File: config.mk
export PLATFORM = sky130hd
export DESIGN_NAME = mfewc_event_mem
export DESIGN_NICKNAME = d
export VERILOG_FILES = /design/src/design/mfewc_pkg.sv /design/src/design/mfewc_event_mem.sv
export SDC_FILE = /design/constraint.sdc
export NUM_CORES = 2
export LEC_CHECK = 0
export BUFFER_PORTS_ARGS = -buffer_cell sky130_fd_sc_hd__buf_2
export CELL_PAD_IN_SITES_DETAIL_PLACEMENT = 1
export CELL_PAD_IN_SITES_GLOBAL_PLACEMENT = 1
export CORE_UTILIZATION = 45
export CTS_CLUSTER_SIZE = 25
export DETAILED_ROUTE_END_ITERATION = 8
export PLACE_DENSITY = 0.66
export SLEW_MARGIN = 5
export SYNTH_ARGS = -nofsm -noshare
export SYNTH_HDL_FRONTEND = slang
export SYNTH_MEMORY_MAX_BITS = 65536
export SYNTH_SLANG_ARGS = --single-unit
File: constraint.sdc
create_clock -name aclk -period 12.7 [get_ports aclk]
set_clock_uncertainty 0.15 [all_clocks]
set_input_delay 1.27 -clock aclk [delete_from_list [all_inputs] [get_ports aclk]]
set_output_delay 1.27 -clock aclk [all_outputs]
set_load 0.01 [all_outputs]
File: src/design/mfewc_pkg.sv
package mfewc_pkg;

    localparam int RING_DEPTH = 32;
    localparam int IDX_W      = (RING_DEPTH > 1) ? $clog2(RING_DEPTH) : 1;
    localparam int FILL_W     = $clog2(RING_DEPTH + 1);

    localparam int TIME_W     = 32;
    localparam int MAC_W      = 48;
    localparam int RSSI_W     = 8;
    localparam int CHAN_W     = 4;
    localparam int LEN_W      = 12;
    localparam int FC_W       = 8;
    localparam int RECENT_W   = 6;
    localparam int S_TDATA_W  = 168;
    localparam int M_TDATA_W  = 184;

    localparam logic [FILL_W-1:0]   RING_FULL     = FILL_W'(RING_DEPTH);
    localparam logic [IDX_W-1:0]    RING_LAST_IDX = IDX_W'(RING_DEPTH - 1);
    localparam logic [RECENT_W-1:0] RECENT_MAX    = 6'd63;

    localparam logic [FC_W-1:0]  SUBTYPE_MASK  = 8'hF0;
    localparam logic [FC_W-1:0]  KIND_DEAUTH   = 8'hC0;
    localparam logic [FC_W-1:0]  KIND_DISASSOC = 8'hA0;
    localparam logic [LEN_W-1:0] MIN_FRAME_LEN = 12'd24;

    localparam logic CMD_FRAME = 1'b0;
    localparam logic CMD_QUERY = 1'b1;

    typedef struct packed {
        logic                     is_deauth;
        logic signed [RSSI_W-1:0] rssi;
        logic [CHAN_W-1:0]        channel;
    } event_meta_t;

    typedef struct packed {
        logic [TIME_W-1:0] time_ms;
        logic [MAC_W-1:0]  dst;
        logic [MAC_W-1:0]  src;
        event_meta_t       meta;
    } event_t;

    typedef struct packed {
        logic clear;
        logic sample;
    } scan_ctl_t;

endpackage

File: src/design/mfewc_event_mem.sv
module mfewc_event_mem (
    input  logic                     aclk,
    input  logic                     wr_en,
    input  logic [mfewc_pkg::IDX_W-1:0] wr_addr,
    input  mfewc_pkg::event_t        wr_data,
    input  logic                     rd_en,
    input  logic [mfewc_pkg::IDX_W-1:0] rd_addr,
    output mfewc_pkg::event_t        rd_data
);
    import mfewc_pkg::*;

    logic [TIME_W-1:0] time_mem [RING_DEPTH];
    logic [MAC_W-1:0]  dst_mem  [RING_DEPTH];
    logic [MAC_W-1:0]  src_mem  [RING_DEPTH];
    event_meta_t       meta_mem [RING_DEPTH];

    always_ff @(posedge aclk) begin
        if (wr_en) begin
            time_mem[wr_addr] <= wr_data.time_ms;
            dst_mem[wr_addr]  <= wr_data.dst;
            src_mem[wr_addr]  <= wr_data.src;
            meta_mem[wr_addr] <= wr_data.meta;
        end
    end

    always_ff @(posedge aclk) begin
        if (rd_en) begin
            rd_data.time_ms <= time_mem[rd_addr];
            rd_data.dst     <= dst_mem[rd_addr];
            rd_data.src     <= src_mem[rd_addr];
            rd_data.meta    <= meta_mem[rd_addr];
        end
    end

endmodule

==> run summary <==
number of global-route vias before repair -> 85.22k
Final Max Slew Viols -> 0
initial antenna violation count -> 75
Post-synth EDFFs -> 4,653
placed insts -> 12.17k
synth warn -> 0
chip height -> 620.9 um
Synth area leader -> edfxtp_1
largest net degree at the start of global routing -> 133
Die Wd -> 620.9 um
Hold Vio Cnt, Final -> 0
post-synthesis area per instance -> 24.34 um^2
final critical-path setup slack -> 7.942 ns
Pint -> 25.31 mW
Post-Syn Area -> 172,400 um^2
pre-CTS setup slack -> 6.887 ns
worst min-delay path category -> input pin to register
Reg clk slew, reported paths -> 0.06 ns
hold buffers post-CTS -> 0
DP HPWL -> 232,800 um
# rows -> 226
Resized Gates After CTS -> 0
initial core utilization -> 45.36%
Mapped Cells -> 7,081
WP data required -> 13.15 ns
Post-synth ARST share -> 0%
RSZ-0062 raised after global routing -> false
sw frac -> 21.09%
Power Total -> 32.07 mW
Area after DPL -> 180,000 um^2
Tmin final -> 4.758 ns
Clock Sinks -> 4,653
Peak Freq -> 210.2 MHz
via density per instance -> 6.246
maximum vdd drop -> 0.1212 mV
Port Buffers -> 294
Critical Path End Type -> register
DRC violations left -> 0
I/O pin cnt -> 295
final wirelength -> 469,900 um
Syn Nets -> 7,235
Fillers -> 32.57k
Max clock buf depth -> 4
CTS buffer count -> 464
gr usage total -> 24.31%
Util after Layout -> 51.29%
starting DRC count in detailed routing -> 9,795
post-synth cell types -> 27
Clk pwr share -> 42.0%
Die Area -> 385,500 um^2
WP data arrival -> 5.21 ns
critical path fanouts, max -> 37
register area share after synthesis -> 81.06%
drt wl/cell -> 35.98 um
register share of total power -> 53.8%
CP startpoint kind -> input pin
Max-Slew Margin vs Limit -> 9.817%
Total Neg Setup Slack -> 0 ns
share of layout cells above drive strength 1 -> 27.91%
detailed-route via count -> 81.58k
H-tree levels -> 5
clk_lat worst skew -> 1.00 ns
Synth area leaders -> edfxtp_1 (81%), mux4_2 (14%), o22ai_1 (1.8%)
first-pass GRT wire length -> 657,200 um
Psw -> 6.763 mW
post-synth top area share -> 81.06%
kind of critical path -> input pin to register
P_leak -> 60.26 nW
Clock Tree Root -> clkbuf_16
max cap viols -> 0
Pwr Density -> 164.5 nW/um^2
Final Net Count -> 7,776
Area Overhead vs Synth -> 13.09%
Post-CTS Setup Bufs -> 0
Post-synth top flop -> edfxtp_1
grt total ovfl -> 0
CTS tree -> yes
combinational share of power -> 4.2%
status -> finished, final reports clean
Final Instance Count excl. Fillers -> 13.06k
FF+latch count, synth -> 4,653
setup violators final -> 0
Final Cell Area -> 194,900 um^2
hold slack -> 0.6085 ns
Tcrit/Tclk final -> 37.46%
TritonRoute pass-1 iters -> 5
GPL Wtd Cong -> 0.7377
Antenna Nets Post-Route -> 0
Slew @ Worst Pin -> 1.351 ns
core area -> 380,000 um^2
==> cell type report <==
type | count | area [um^2] | area share, %
clock buffer | 545 | 12000 | 6.156
antenna | 23 | 57.56 | 0.02953
timing repair buffer | 462 | 3186 | 1.634
multi-input combinational | 2041 | 30840 | 15.82
tap | 5016 | 6276 | 3.220
sequential | 4653 | 139700 | 71.68
clock inverter | 320 | 2848 | 1.461
==> power groups by stage <==
stage | combinational, mW | clock, mW | sequential [mW]
2_1_floorplan | 0.746 | 0 | 17.6
3_3_place_gp | 1.33 | 0 | 17.6
6_report | 1.35 | 13.5 | 17.2
3_5_place_dp | 1.37 | 0 | 17.6
5_1_grt | 1.44 | 14.2 | 17.3
4_1_cts | 1.37 | 13.7 | 17.2
==> kinds of logic after synthesis <==
kind of cell / synth area share [%]
AO/OA/AOI/OAI: 2.256
buffers and inverters: 1.244
AND/OR/NAND/NOR: 0.8064
multiplexers: 14.63
flip-flops: 81.06
==> cells in the final DEF, fill, tap and decap left out, types with 2 or more instances in the layout <==
cell        instances
a22oi_1           108
buf_12             35
buf_2             291
buf_4             135
bufinv_16          46
clkbuf_1           77
clkbuf_16         468
clkinv_1          120
clkinv_2          108
clkinv_4            5
clkinv_8            4
clkinvlp_4         21
diode_2            23
edfxtp_1         4653
inv_16              4
inv_6              10
mux2i_1           144
mux4_2           1056
nand2_1             2
nand2_4             2
nand3_1            38
nand3b_1            6
nand4_1            18
nor2_2              2
nor2_4             33
nor2b_4             2
nor4_1            120
nor4_2              3
o22ai_1           492
or3b_2              3
==> cells in the mapped netlist (18+ instances only) <==
cell	number
nand3_1	39
mux4_2	1056
nand4_1	18
buf_2	136
edfxtp_1	4653
nor2_1	34
a22oi_1	108
o22ai_1	492
buf_1	40
nor4_1	123
clkbuf_1	91
mux2i_1	144
buf_4	97
buf_6	19
==> state kept, by name, indices dropped and copies added, names as in the netlist <==
signal    count
src_mem    1536
meta_mem    416
time_mem   1024
dst_mem    1536
rd_data     141
==> worst max-delay path, stage by stage <==
cell	delay, ns
buf_2	0.12
nand3b_1	0.69
nor2_4	0.76
buf_4	0.64
buf_4	0.78
buf_4	0.81
==> final timing paths <==
check	startpoint	to	slack (ns)	cells past startpoint
worst max register to register	dst_mem[9][26]	rd_data[87]	10.58	3
worst min-delay path	wr_data[83]	dst_mem[17][22]	0.61	1
worst max-delay path	wr_addr[1]	src_mem[9][1]	7.94	6
worst min register to register	time_mem[30][23]	rd_data[132]	0.65	3
==> metal layers <==
layer | vias to the layer above | part of all wire (%) | global-route usage (%) | wire, um
li1 | 32120 | - | - | -
met1 | 45110 | 40 | 32.95 | 186400
met2 | 3590 | 51 | 41.46 | 237300
met3 | 735 | 6.9 | 3.432 | 32460
met4 | 22 | 2.9 | 6.656 | 13530
met5 | - | 0.031 | 0 | 148
Power figures use the tool's default switching activity.
