<file path="src/design/mfewc_pkg.sv">
package mfewc_pkg;

    localparam int RING_DEPTH = 32;
    localparam int IDX_W      = (RING_DEPTH > 1) ? $clog2(RING_DEPTH) : 1;
    localparam int FILL_W     = $clog2(RING_DEPTH + 1);

    localparam int TIME_W     = 32;
    localparam int MAC_W      = 48;
    localparam int RSSI_W     = 8;
    localparam int CHAN_W     = 4;
    localparam int LEN_W      = 12;
    localparam int FC_W       = 8;
    localparam int RECENT_W   = 6;
    localparam int S_TDATA_W  = 168;
    localparam int M_TDATA_W  = 184;

    localparam logic [FILL_W-1:0]   RING_FULL     = FILL_W'(RING_DEPTH);
    localparam logic [IDX_W-1:0]    RING_LAST_IDX = IDX_W'(RING_DEPTH - 1);
    localparam logic [RECENT_W-1:0] RECENT_MAX    = 6'd63;

    localparam logic [FC_W-1:0]  SUBTYPE_MASK  = 8'hF0;
    localparam logic [FC_W-1:0]  KIND_DEAUTH   = 8'hC0;
    localparam logic [FC_W-1:0]  KIND_DISASSOC = 8'hA0;
    localparam logic [LEN_W-1:0] MIN_FRAME_LEN = 12'd24;

    localparam logic CMD_FRAME = 1'b0;
    localparam logic CMD_QUERY = 1'b1;

    typedef struct packed {
        logic                     is_deauth;
        logic signed [RSSI_W-1:0] rssi;
        logic [CHAN_W-1:0]        channel;
    } event_meta_t;

    typedef struct packed {
        logic [TIME_W-1:0] time_ms;
        logic [MAC_W-1:0]  dst;
        logic [MAC_W-1:0]  src;
        event_meta_t       meta;
    } event_t;

    typedef struct packed {
        logic clear;
        logic sample;
    } scan_ctl_t;

endpackage

</file>
<file path="src/design/mfewc_window_scan.sv">
module mfewc_window_scan (
    input  logic                           aclk,
    input  logic                           aresetn,
    input  mfewc_pkg::scan_ctl_t           ctl,
    input  logic [mfewc_pkg::TIME_W-1:0]   now_ms,
    input  logic [mfewc_pkg::TIME_W-1:0]   window_ms,
    input  logic [mfewc_pkg::TIME_W-1:0]   time_ms,
    output logic [mfewc_pkg::RECENT_W-1:0] recent
);
    import mfewc_pkg::*;

    logic [RECENT_W-1:0] count_reg;
    logic [RECENT_W-1:0] count_next;
    logic [TIME_W-1:0]   age;
    logic                is_recent;

    // The age is taken modulo 2^32, so a timestamp just before a wrap still counts.
    assign age       = now_ms - time_ms;
    assign is_recent = (age <= window_ms);

    always_comb begin
        count_next = count_reg;
        if (ctl.clear) begin
            count_next = '0;
        end else if (ctl.sample && is_recent && (count_reg != RECENT_MAX)) begin
            count_next = count_reg + RECENT_W'(1);
        end
    end

    always_ff @(posedge aclk) begin
        if (!aresetn) begin
            count_reg <= '0;
        end else begin
            count_reg <= count_next;
        end
    end

    assign recent = count_reg;

endmodule

</file>
<file path="config.mk">
export PLATFORM = sky130hd
export DESIGN_NAME = mfewc_window_scan
export DESIGN_NICKNAME = d
export VERILOG_FILES = /design/src/design/mfewc_pkg.sv /design/src/design/mfewc_window_scan.sv
export SDC_FILE = /design/constraint.sdc
export NUM_CORES = 1
export LEC_CHECK = 0
export ABC_AREA = 1
export BUFFER_PORTS_ARGS = -buffer_cell sky130_fd_sc_hd__buf_2
export CORE_MARGIN = 2
export CORE_UTILIZATION = 50
export DETAILED_ROUTE_END_ITERATION = 12
export PLACE_DENSITY = 0.79
export REMOVE_ABC_BUFFERS = 1
export SETUP_SLACK_MARGIN = 0.5
export SLEW_MARGIN = 40
export SYNTH_ARGS = -nofsm -noshare
export SYNTH_HDL_FRONTEND = slang
export SYNTH_SLANG_ARGS = --single-unit
export TNS_END_PERCENT = 1
</file>
<file path="constraint.sdc">
create_clock -name aclk -period 4.25 [get_ports aclk]
set_input_delay 0.85 -clock aclk [delete_from_list [all_inputs] [get_ports aclk]]
set_output_delay 0.85 -clock aclk [all_outputs]
set_load 0.05 [all_outputs]
</file>
==> qor.yml, run 1 <==
avgRoutedWirePerCell_um: 11.7
yosys_warnings: 0
final_common_cell: "inv_1"
drt_iter0_drc: 136
critPathArrivalTime_ps: 3700
stdcell_area_mm2: 0.00410
final_cell_mix: "inv_1, nand2_1, buf_2"
wl_um: 8510
cap_violations: 0
synth_edf_count: 0
postSynthCellCount: 537
crit_path_max_fanout: 7
grt_overflow: 0
die_w_um: 83.7
r2r_slack_ps: 2830
dp_hpwl_um: 7320
clock_skew_ps: 4.08
start_util: 0.509
fin_cells: 726
cts_tree: "built"
tns_ps: 0
synth.cell_area_mm2: 0.00318
synth_seq_cells: 6
fillerInstances: 610
dpl_cell_area_mm2: 0.00380
p_leak_nw: 2.33
numCtsBuffers: 3
holdCritPathClass: "flip-flop to flip-flop"
fin_crit_ps: 3540
area_delta_synth_final_pct: 29.0
endpoint_kind: "flip-flop"
clkSinkCount: 6
grtUsageMet2: 0.425
core-area_mm2: 0.00624
ys.flop_type: "dfxtp_1"
status: "finished, final reports clean"
yosysUniqueCellTypes: 36
nets: 816
grtUsageTotal: 0.232
synthTopCellsByArea: "ha_1, inv_1, nand2_1"
pwr_density_cell_mw_per_mm2: 184
drc: 0
ant_nets: 0
largest_reg_flops: 6
clk_pin_slew_worst_paths_ps: 30
drive_gt1_frac: 0.277
htree_levels: 1
met1_usage: 0.301
cp-start-kind: "primary input"
grt_pass1_vias: 3535
crit_type: "primary input to flip-flop"
grt_pass1_wl_um: 14000
grt_use_met3: 0.0178
dp.cells: 719
postCtsHoldBufs: 0
clock_latency_ps: 220
timing.final.hold_violations: 0
grt_antenna_before_repair: 0
die_area_mm2: 0.00701
rows: 29
yosys.area.top_type: "ha_1"
async_flop_share: 0
crit_required_ps: 4410
first_pass_iters: 5
rsz0062_at_grt: "false"
slew_viol_final: 0
root_buffer: "clkbuf_8"
synthDominantCellAreaShare: 0.252
gp_congestion: 0.893
n_antenna_cell: 0
max_freq_mhz: 282
numPortBuffers: 105
io_pins: 106
grt_busiest_layer: "met2"
cts_max_path_buffers: 2
setup_violations: 0
fp.dieH_um: 83.7
vias: 3773
avgViaCountPerCell: 5.20
ys_seq_area_frac: 0.0378
period_share: 0.834
max-slew-margin-rel: 0.739
grt_max_degree: 8
syn_area_per_cell_um2: 5.92
ir_drop_v: 0.000207
tightestPinTransition_ps: 388
==> metrics by stage <==
stage	util	setup WS, ps	hold slack, ps	power [W]
4_1_cts	0.616	567	557	0.000696
3_5_place_dp	0.609	357	537	0.000609
2_1_floorplan	-	753	745	0.000463
3_3_place_gp	0.609	420	532	0.000597
5_1_grt	0.657	449	590	0.000839
6_report	0.657	707	557	0.000755
==> cell families (layout without fill, tap and decap cells) <==
group | Yosys count | count (layout) | synth area share
AO/OA/AOI/OAI | 103 | 103 | 0.196
XOR/XNOR | 29 | 29 | 0.0799
buffers and inverters | 124 | 236 | 0.146
adder cells (fa/ha/maj) | 65 | 65 | 0.258
flip-flops | 6 | 6 | 0.0378
AND/OR/NAND/NOR | 210 | 210 | 0.282
==> layout make-up <==
type / instances / area [um2] / area share
flip-flops and latches: 6 / 120 / 0.0293
repair buffers: 109 / 556 / 0.135
well taps: 77 / 96.3 / 0.0235
inverters: 124 / 465 / 0.113
clock buffers: 3 / 41.3 / 0.0101
multi-input cells: 407 / 2820 / 0.688
==> layer usage <==
metal  vias up  routed length (um)
li1       1942                   -
met4         0                  84
met1      1686                3800
met3        11                 573
met5         -                   0
met2       134                4050
==> where the power goes <==
| part | switching, W | total, W | internal [W] |
|---|---|---|---|
| clock network | 0.0000238 | 0.0000846 | 0.0000608 |
| logic | 0.000355 | 0.000609 | 0.000254 |
| registers | 0.00000210 | 0.0000610 | 0.0000589 |
==> Yosys cell counts, types with 6 or more instances <==
| cell | count |
|---|---|
| xnor2_1 | 10 |
| dfxtp_1 | 6 |
| a21oi_1 | 53 |
| ha_1 | 64 |
| nand2_1 | 107 |
| nor3_1 | 8 |
| a21o_1 | 6 |
| nand4_1 | 6 |
| inv_1 | 119 |
| nand3_1 | 19 |
| nor2_1 | 56 |
| xor2_1 | 19 |
| o21ai_0 | 22 |
==> repair_timing <==
action	in CTS	in global routing
endpoints found under the setup margin	0	6
setup buffers	0	4
resized for setup	0	52
==> final timing paths <==
path                            cells after the start  startpoint        end
worst max-delay path                               22   now_ms[2]  recent[5]
worst max register to register                      8   recent[0]  recent[5]
worst min register to register                      4   recent[1]  recent[1]
worst min-delay path                                4   recent[1]  recent[1]
==> worst max-delay path: stages <==
cell	delay (ps)
buf_2	120
ha_4	250
a21oi_2	170
nand2_2	100
a21oi_4	290
o21bai_4	90
a21o_1	200
nand3_1	110
nand2_1	70
nand2_1	60
nand2_1	70
ha_1	290
a21oi_1	180
o21a_1	150
nand2_1	50
a21oi_1	110
nand2_1	100
nand2_4	120
nand3_4	100
nand2_1	70
nand2_1	40
nor2_1	100
Note: power is estimated with default switching activity, not from simulation.
==> inputs of run 2 (changes only) <==
==> constraint.sdc (replaced) <==
create_clock -name aclk -period 3.61 [get_ports aclk]
set_input_delay 0.722 -clock aclk [delete_from_list [all_inputs] [get_ports aclk]]
set_output_delay 0.722 -clock aclk [all_outputs]
set_load 0.05 [all_outputs]
==> run 2 against run 1 <==
Count of clock-buffer cells in the layout unchanged. Global-route usage up 2.5 points. Highest routed layer unchanged. Register-to-register slack worse by 620 ps. Cell count up 2.8%. Worst hold slack worse by 3.1 ps. Sequential power up 18%. Worst setup slack worse by 470 ps. Non-clock buffer count up 20. Critical path depth up 1. Via count up 4.0%.
==> qor.yml, run 2 (synthesis results as in run 1) <==
dp_hpwl_um: 7920  # +8.2%
fp.dieH_um: 83.7  # unchanged
min_to: "recent[2]"
avgRoutedWirePerCell_um: 13.1  # +12%
root_buffer: "clkbuf_8"
pwr_density_cell_mw_per_mm2: 221  # +20%
first_pass_iters: 5  # unchanged
timing.final.hold_violations: 0  # unchanged
gp_congestion: 1.02  # +14%
critPathArrivalTime_ps: 3530  # -170 ps
htree_levels: 1  # unchanged
die_area_mm2: 0.00701  # unchanged
grt_max_degree: 8  # unchanged
grtUsageTotal: 0.257  # +0.0254
final_common_cell: "inv_1"
ant_nets: 0  # unchanged
final_cell_mix: "inv_1, buf_2, nand2_1"
max_freq_mhz: 297
cap_violations: 0  # unchanged
slowest_stage: "ha_4"
crit_path_max_fanout: 7  # unchanged
period_share: 0.934
die_w_um: 83.7  # unchanged
cts_tree: "built"
endpoint_kind: "flip-flop"
ir_drop_v: 0.000227  # +9.4%
start_util: 0.509  # unchanged
r2r_slack_ps: 2210  # -620 ps
holdCritPathClass: "flip-flop to flip-flop"
drc: 0  # unchanged
status: "finished, final reports clean"
critical_path_buf_inv_count: 3  # +2
drt_iter0_drc: 175  # +29%
cp-start-kind: "primary input"
reg2reg_depth: 8  # unchanged
avgViaCountPerCell: 5.26  # +1.2%
slew_viol_final: 0  # unchanged
post-route-util: 0.719  # +0.0615
largest_reg_flops: 6  # unchanged
tns_ps: 0  # unchanged
nets: 836  # +2.5%
drive_gt1_frac: 0.353  # +0.0754
fillerInstances: 548  # -10%
rsz0062_at_grt: "true"
cp_top_family: "simple AND/OR/NAND/NOR gates"
rows: 29  # unchanged
vias: 3923  # +4.0%
total_power_w: 0.000990  # +31%
clock_skew_ps: 2.70  # -1.38 ps
postCtsHoldBufs: 0  # unchanged
numCtsBuffers: 3  # unchanged
io_pins: 106  # unchanged
crit_required_ps: 3770  # -640 ps
grt_pass1_wl_um: 15300  # +8.7%
n_antenna_cell: 0  # unchanged
clock_latency_ps: 230  # about the same
area_delta_synth_final_pct: 41.1
r2r_end: "recent[1]"
clkSinkCount: 6  # unchanged
cts_max_path_buffers: 2  # unchanged
tightestPinTransition_ps: 352  # -35.6 ps
grt_overflow: 0  # unchanged
grt_antenna_before_repair: 0  # unchanged
clk_pin_slew_worst_paths_ps: 40  # about the same
max-slew-margin-rel: 0.763  # +0.0233
hold_depth: 4  # unchanged
hold_slack_ps: 553  # -3.11 ps
cpPeakStageDelay_ps: 290  # about the same
crit_type: "primary input to flip-flop"
p_leak_nw: 2.45  # +5.2%
wl_um: 9790  # +15%
hold_path_startpoint: "recent[2]"
fin_crit_ps: 3370
setup_violations: 0  # unchanged
grt_pass1_vias: 3710  # +5.0%
core-area_mm2: 0.00624  # unchanged
crit_chain: "buf_2 -> inv_1 -> ha_4 -> nand2_1 -> nor2_1 -> inv_1 -> nor3_1 -> a21o_1 -> nand2_1 -> nand2_2 -> xor2_2 -> ha_4 -> nand2_2 -> nor2_1 -> nor2_1 -> nand3_1 -> a21oi_2 -> nand2_2 -> nand2_4 -> nand3_4 -> nand2_1 -> nand2_1 -> nor2_1"
reg2reg_from: "recent[0]"
numPortBuffers: 105  # unchanged
[run 2: cell types whose count changed in the layout (fill, tap and decap cells not counted), moves of 6 or more]
cell and delta:
nand2_1 -10, buf_4 +18, ha_1 -10, nor2_1 -7, a21oi_2 +6, nor2_2 +6, ha_4 +12, nand2_2 +10
[run 2: routing by layer]
metal	track usage	share of wire
met1	0.322	0.42
met2	0.474	0.49
met3	0.0138	0.062
met4	0.0704	0.021
met5	0	0
[run 2: worst max path at each step]
| stage | slack (ps) | to | startpoint | depth (start not counted) |
|---|---|---|---|---|
| global placement | -60 | recent[0] | now_ms[0] | 25 |
| detailed placement | -140 | recent[1] | now_ms[0] | 24 |
| floorplan | 240 | recent[0] | now_ms[0] | 24 |
| finish | 240 | recent[1] | time_ms[11] | 23 |
| global route | 20 | recent[0] | time_ms[11] | 22 |
| CTS | 240 | recent[1] | time_ms[11] | 23 |
[run 2: stage by stage]
| stage | setup WS (ps) | area (um2) | instances |
|---|---|---|---|
| final | 238 | 4490 | 746 |
| after floorplan | 241 | 3180 | 537 |
| after detailed placement | -136 | 3910 | 734 |
| after global routing | 21.8 | 4490 | 746 |
| after CTS | 244 | 4180 | 739 |
| after global placement | -64.9 | 3910 | 734 |
[run 2: area by class of cell]
cell class                 count  area, um2  share of cell area
tap                           77       96.3              0.0215
inverter                     124        468               0.104
clock buffer                   3       41.3             0.00920
sequential                     6        120              0.0268
timing repair buffer         129        726               0.162
multi-input combinational    407       3040               0.677
[run 2: report_power, final]
group	total, W	internal [W]	switching (W)	leakage [nW]
clock network	0.000101	0.0000717	0.0000296	0.0216
registers	0.0000719	0.0000693	0.00000260	0.0486
logic	0.000817	0.000357	0.000461	2.38
total	0.000990	0.000498	0.000493	2.45
[run 2: repair_timing]
item / in CTS / in global routing
setup buffers: 2 / 7
setup endpoints to repair: 6 / 6
pin swaps: 25 / 29
gates resized for setup: 43 / 52
[run 2: worst register-to-register path: stages (launching register included)]
cell	delay, ps
dfxtp_1	380
ha_1	200
nand2_1	80
nor3_1	250
inv_1	120
nand3_4	120
nand2_1	60
nand2_1	50
nor2_1	40
==> inputs of run 3 (changes only) <==
--- a/config.mk
+++ b/config.mk
@@ -6,8 +6,8 @@
 export NUM_CORES = 1
 export LEC_CHECK = 0
 export ABC_AREA = 1
-export BUFFER_PORTS_ARGS = -buffer_cell sky130_fd_sc_hd__buf_2
-export CORE_MARGIN = 2
+export BUFFER_PORTS_ARGS = -buffer_cell sky130_fd_sc_hd__buf_4
+export CORE_MARGIN = 3
 export CORE_UTILIZATION = 50
 export DETAILED_ROUTE_END_ITERATION = 12
 export PLACE_DENSITY = 0.79
==> run 3 against run 2 <==
First-iteration DRC count increased by 38%. Sequential cell count unchanged. Maximum frequency decreased by 0.24%. Via count increased by 3.9%. Final area increased by 7.8%. Count of clock-buffer cells in the layout unchanged.
==> qor.yml, run 3 (synthesis results as in run 1) <==
status: "finished, final reports clean"
pwr_density_cell_mw_per_mm2: 223  # +0.81%
max-slew-margin-rel: 0.764  # +0.00174
area_delta_synth_final_pct: 52.1
first_pass_iters: 5  # unchanged
cap_violations: 0  # unchanged
endpoint_kind: "flip-flop"
io_pins: 106  # unchanged
root_buffer: "clkbuf_8"
p_int_w: 0.000554  # +11%
reg2reg_depth: 8  # unchanged
crit_path_max_fanout: 7  # unchanged
final_common_cell: "buf_4"
r2r_slack_ps: 2160  # -50 ps
tightestPinTransition_ps: 352  # -0.188 ps
clkSinkCount: 6  # unchanged
largest_reg_flops: 6  # unchanged
hold_slack_ps: 547  # -6.65 ps
final_cell_mix: "buf_4, inv_1, nand2_1"
reg2reg_from: "recent[1]"
die_w_um: 85.7  # +2.4%
wl_um: 11200  # +15%
tns_ps: 0  # unchanged
power_frac_comb: 0.837  # +0.012
grt_pass1_wl_um: 17200  # +13%
r2r_end: "recent[1]"
drc: 0  # unchanged
vias: 4075  # +3.9%
critPathArrivalTime_ps: 3540  # about the same
timing.final.hold_violations: 0  # unchanged
crit_type: "primary input to flip-flop"
fp.dieH_um: 85.7  # +2.4%
grt_max_degree: 8  # unchanged
dp_hpwl_um: 8610  # +8.8%
grt_antenna_before_repair: 0  # unchanged
ff_latch_area_um2: 120  # unchanged
max_freq_mhz: 296  # -0.24%
nets: 848  # +1.4%
drive_gt1_frac: 0.369  # +0.0158
holdCritPathClass: "flip-flop to flip-flop"
fin_crit_ps: 3380  # +8.26 ps
cts_tree: "built"
sw_frac_of_total: 0.485  # -0.0122
numCtsBuffers: 3  # unchanged
die_area_mm2: 0.00735  # +4.8%
period_share: 0.936  # +0.00229
start_util: 0.528  # +0.0182
cp-start-kind: "primary input"
fillerInstances: 445  # -19%
drt_iter0_drc: 242  # +38%
p_seq_frac: 0.067  # -0.006
p_leak_nw: 2.61  # +6.3%
clk_pin_slew_worst_paths_ps: 40  # about the same
clkPwrFrac: 0.096  # -0.006
numPortBuffers: 105  # unchanged
rows: 28  # -3.4%
crit_required_ps: 3770  # about the same
grt_pass1_vias: 3883  # +4.7%
p_switching_w: 0.000522  # +6.0%
ir_drop_v: 0.000224  # -1.1%
clock_skew_ps: 1.05  # -1.65 ps
n_antenna_cell: 0  # unchanged
gp_congestion: 0.947  # -7.3%
htree_levels: 1  # unchanged
ant_nets: 0  # unchanged
avgRoutedWirePerCell_um: 14.8  # +13%
setup_violations: 0  # unchanged
avgViaCountPerCell: 5.39  # +2.5%
cts_max_path_buffers: 2  # unchanged
grtUsageTotal: 0.285  # +0.0273
multiInputGateArea_mm2: 0.00305  # +0.58%
slew_viol_final: 0  # unchanged
hold_path_startpoint: "recent[2]"
rsz0062_at_grt: "true"
core-area_mm2: 0.00603  # -3.4%
min_to: "recent[2]"
grt_overflow: 0  # unchanged
hold_depth: 4  # unchanged
postCtsHoldBufs: 0  # unchanged
clock_latency_ps: 230  # about the same
-- run 3: changes by cell type in the layout (fill, tap and decap cells not counted), moves of 3 or more --
cell   before  now
buf_4      22  140
ha_4       17   13
buf_6       4    1
buf_2     103    0
ha_1       43   47
-- run 3: cell type report --
cell class	instances	share of cell area
repair buffers	141	0.220
inverters	124	0.0962
multi-input cells	407	0.631
well taps	75	0.0194
flip-flops and latches	6	0.0248
clock buffers	3	0.00854
-- run 3: worst max-delay path by stage --
stage                endpoint   startpoint  slack (ps)
floorplan           recent[0]    now_ms[0]         240
finish              recent[1]  time_ms[10]         230
CTS                 recent[5]   time_ms[2]         360
global route        recent[0]   time_ms[7]          -8
global placement    recent[1]   now_ms[14]         -70
detailed placement  recent[1]   now_ms[12]        -160
-- run 3: critical path: stages --
cell,delay (ps)
buf_4,70
inv_1,30
ha_2,370
nand2_2,100
nor2_1,180
inv_2,70
o21bai_2,190
a21oi_2,60
buf_4,140
xnor2_2,140
ha_1,330
a21oi_1,160
o21ai_0,130
a21oi_1,180
nand2_2,100
nand2_2,70
nand2_2,60
nand2_4,100
nand3_4,120
nand2_1,80
nand2_1,40
nor2_1,90
-- run 3: power groups by stage --
stage	Clock [W]	Sequential (W)	Combinational, W
after floorplan	0	0.0000814	0.000463
after global placement	0	0.0000728	0.000711
after detailed placement	0	0.0000727	0.000732
after CTS	0.000102	0.0000719	0.000825
after global routing	0.000106	0.0000725	0.000989
final	0.000103	0.0000724	0.000901
-- run 3: what timing repair did --
| action | 4_1_cts | 5_1_grt |
|---|---|---|
| setup endpoints to repair | 6 | 6 |
| resized for setup | 68 | 33 |
| setup buffers | 7 | 4 |
| pin swaps | 26 | 13 |
-- run 3: per-stage QoR --
step	worst slack [ps]	area [um2]	cells	total power (W)	utilization
CTS	356	4650	752	0.000999	0.772
global route	-8.20	4840	756	0.00117	0.803
finish	230	4840	756	0.00108	0.803
detailed placement	-157	4250	742	0.000805	0.705
floorplan	241	3180	537	0.000545	-
global placement	-70.6	4250	742	0.000784	0.705
-- run 3: routing by layer --
| layer | global-route usage | wire (um) |
|---|---|---|
| met1 | 0.385 | 4670 |
| met4 | 0.0705 | 193 |
| met3 | 0.0269 | 747 |
| met5 | 0 | 0 |
| met2 | 0.484 | 5600 |
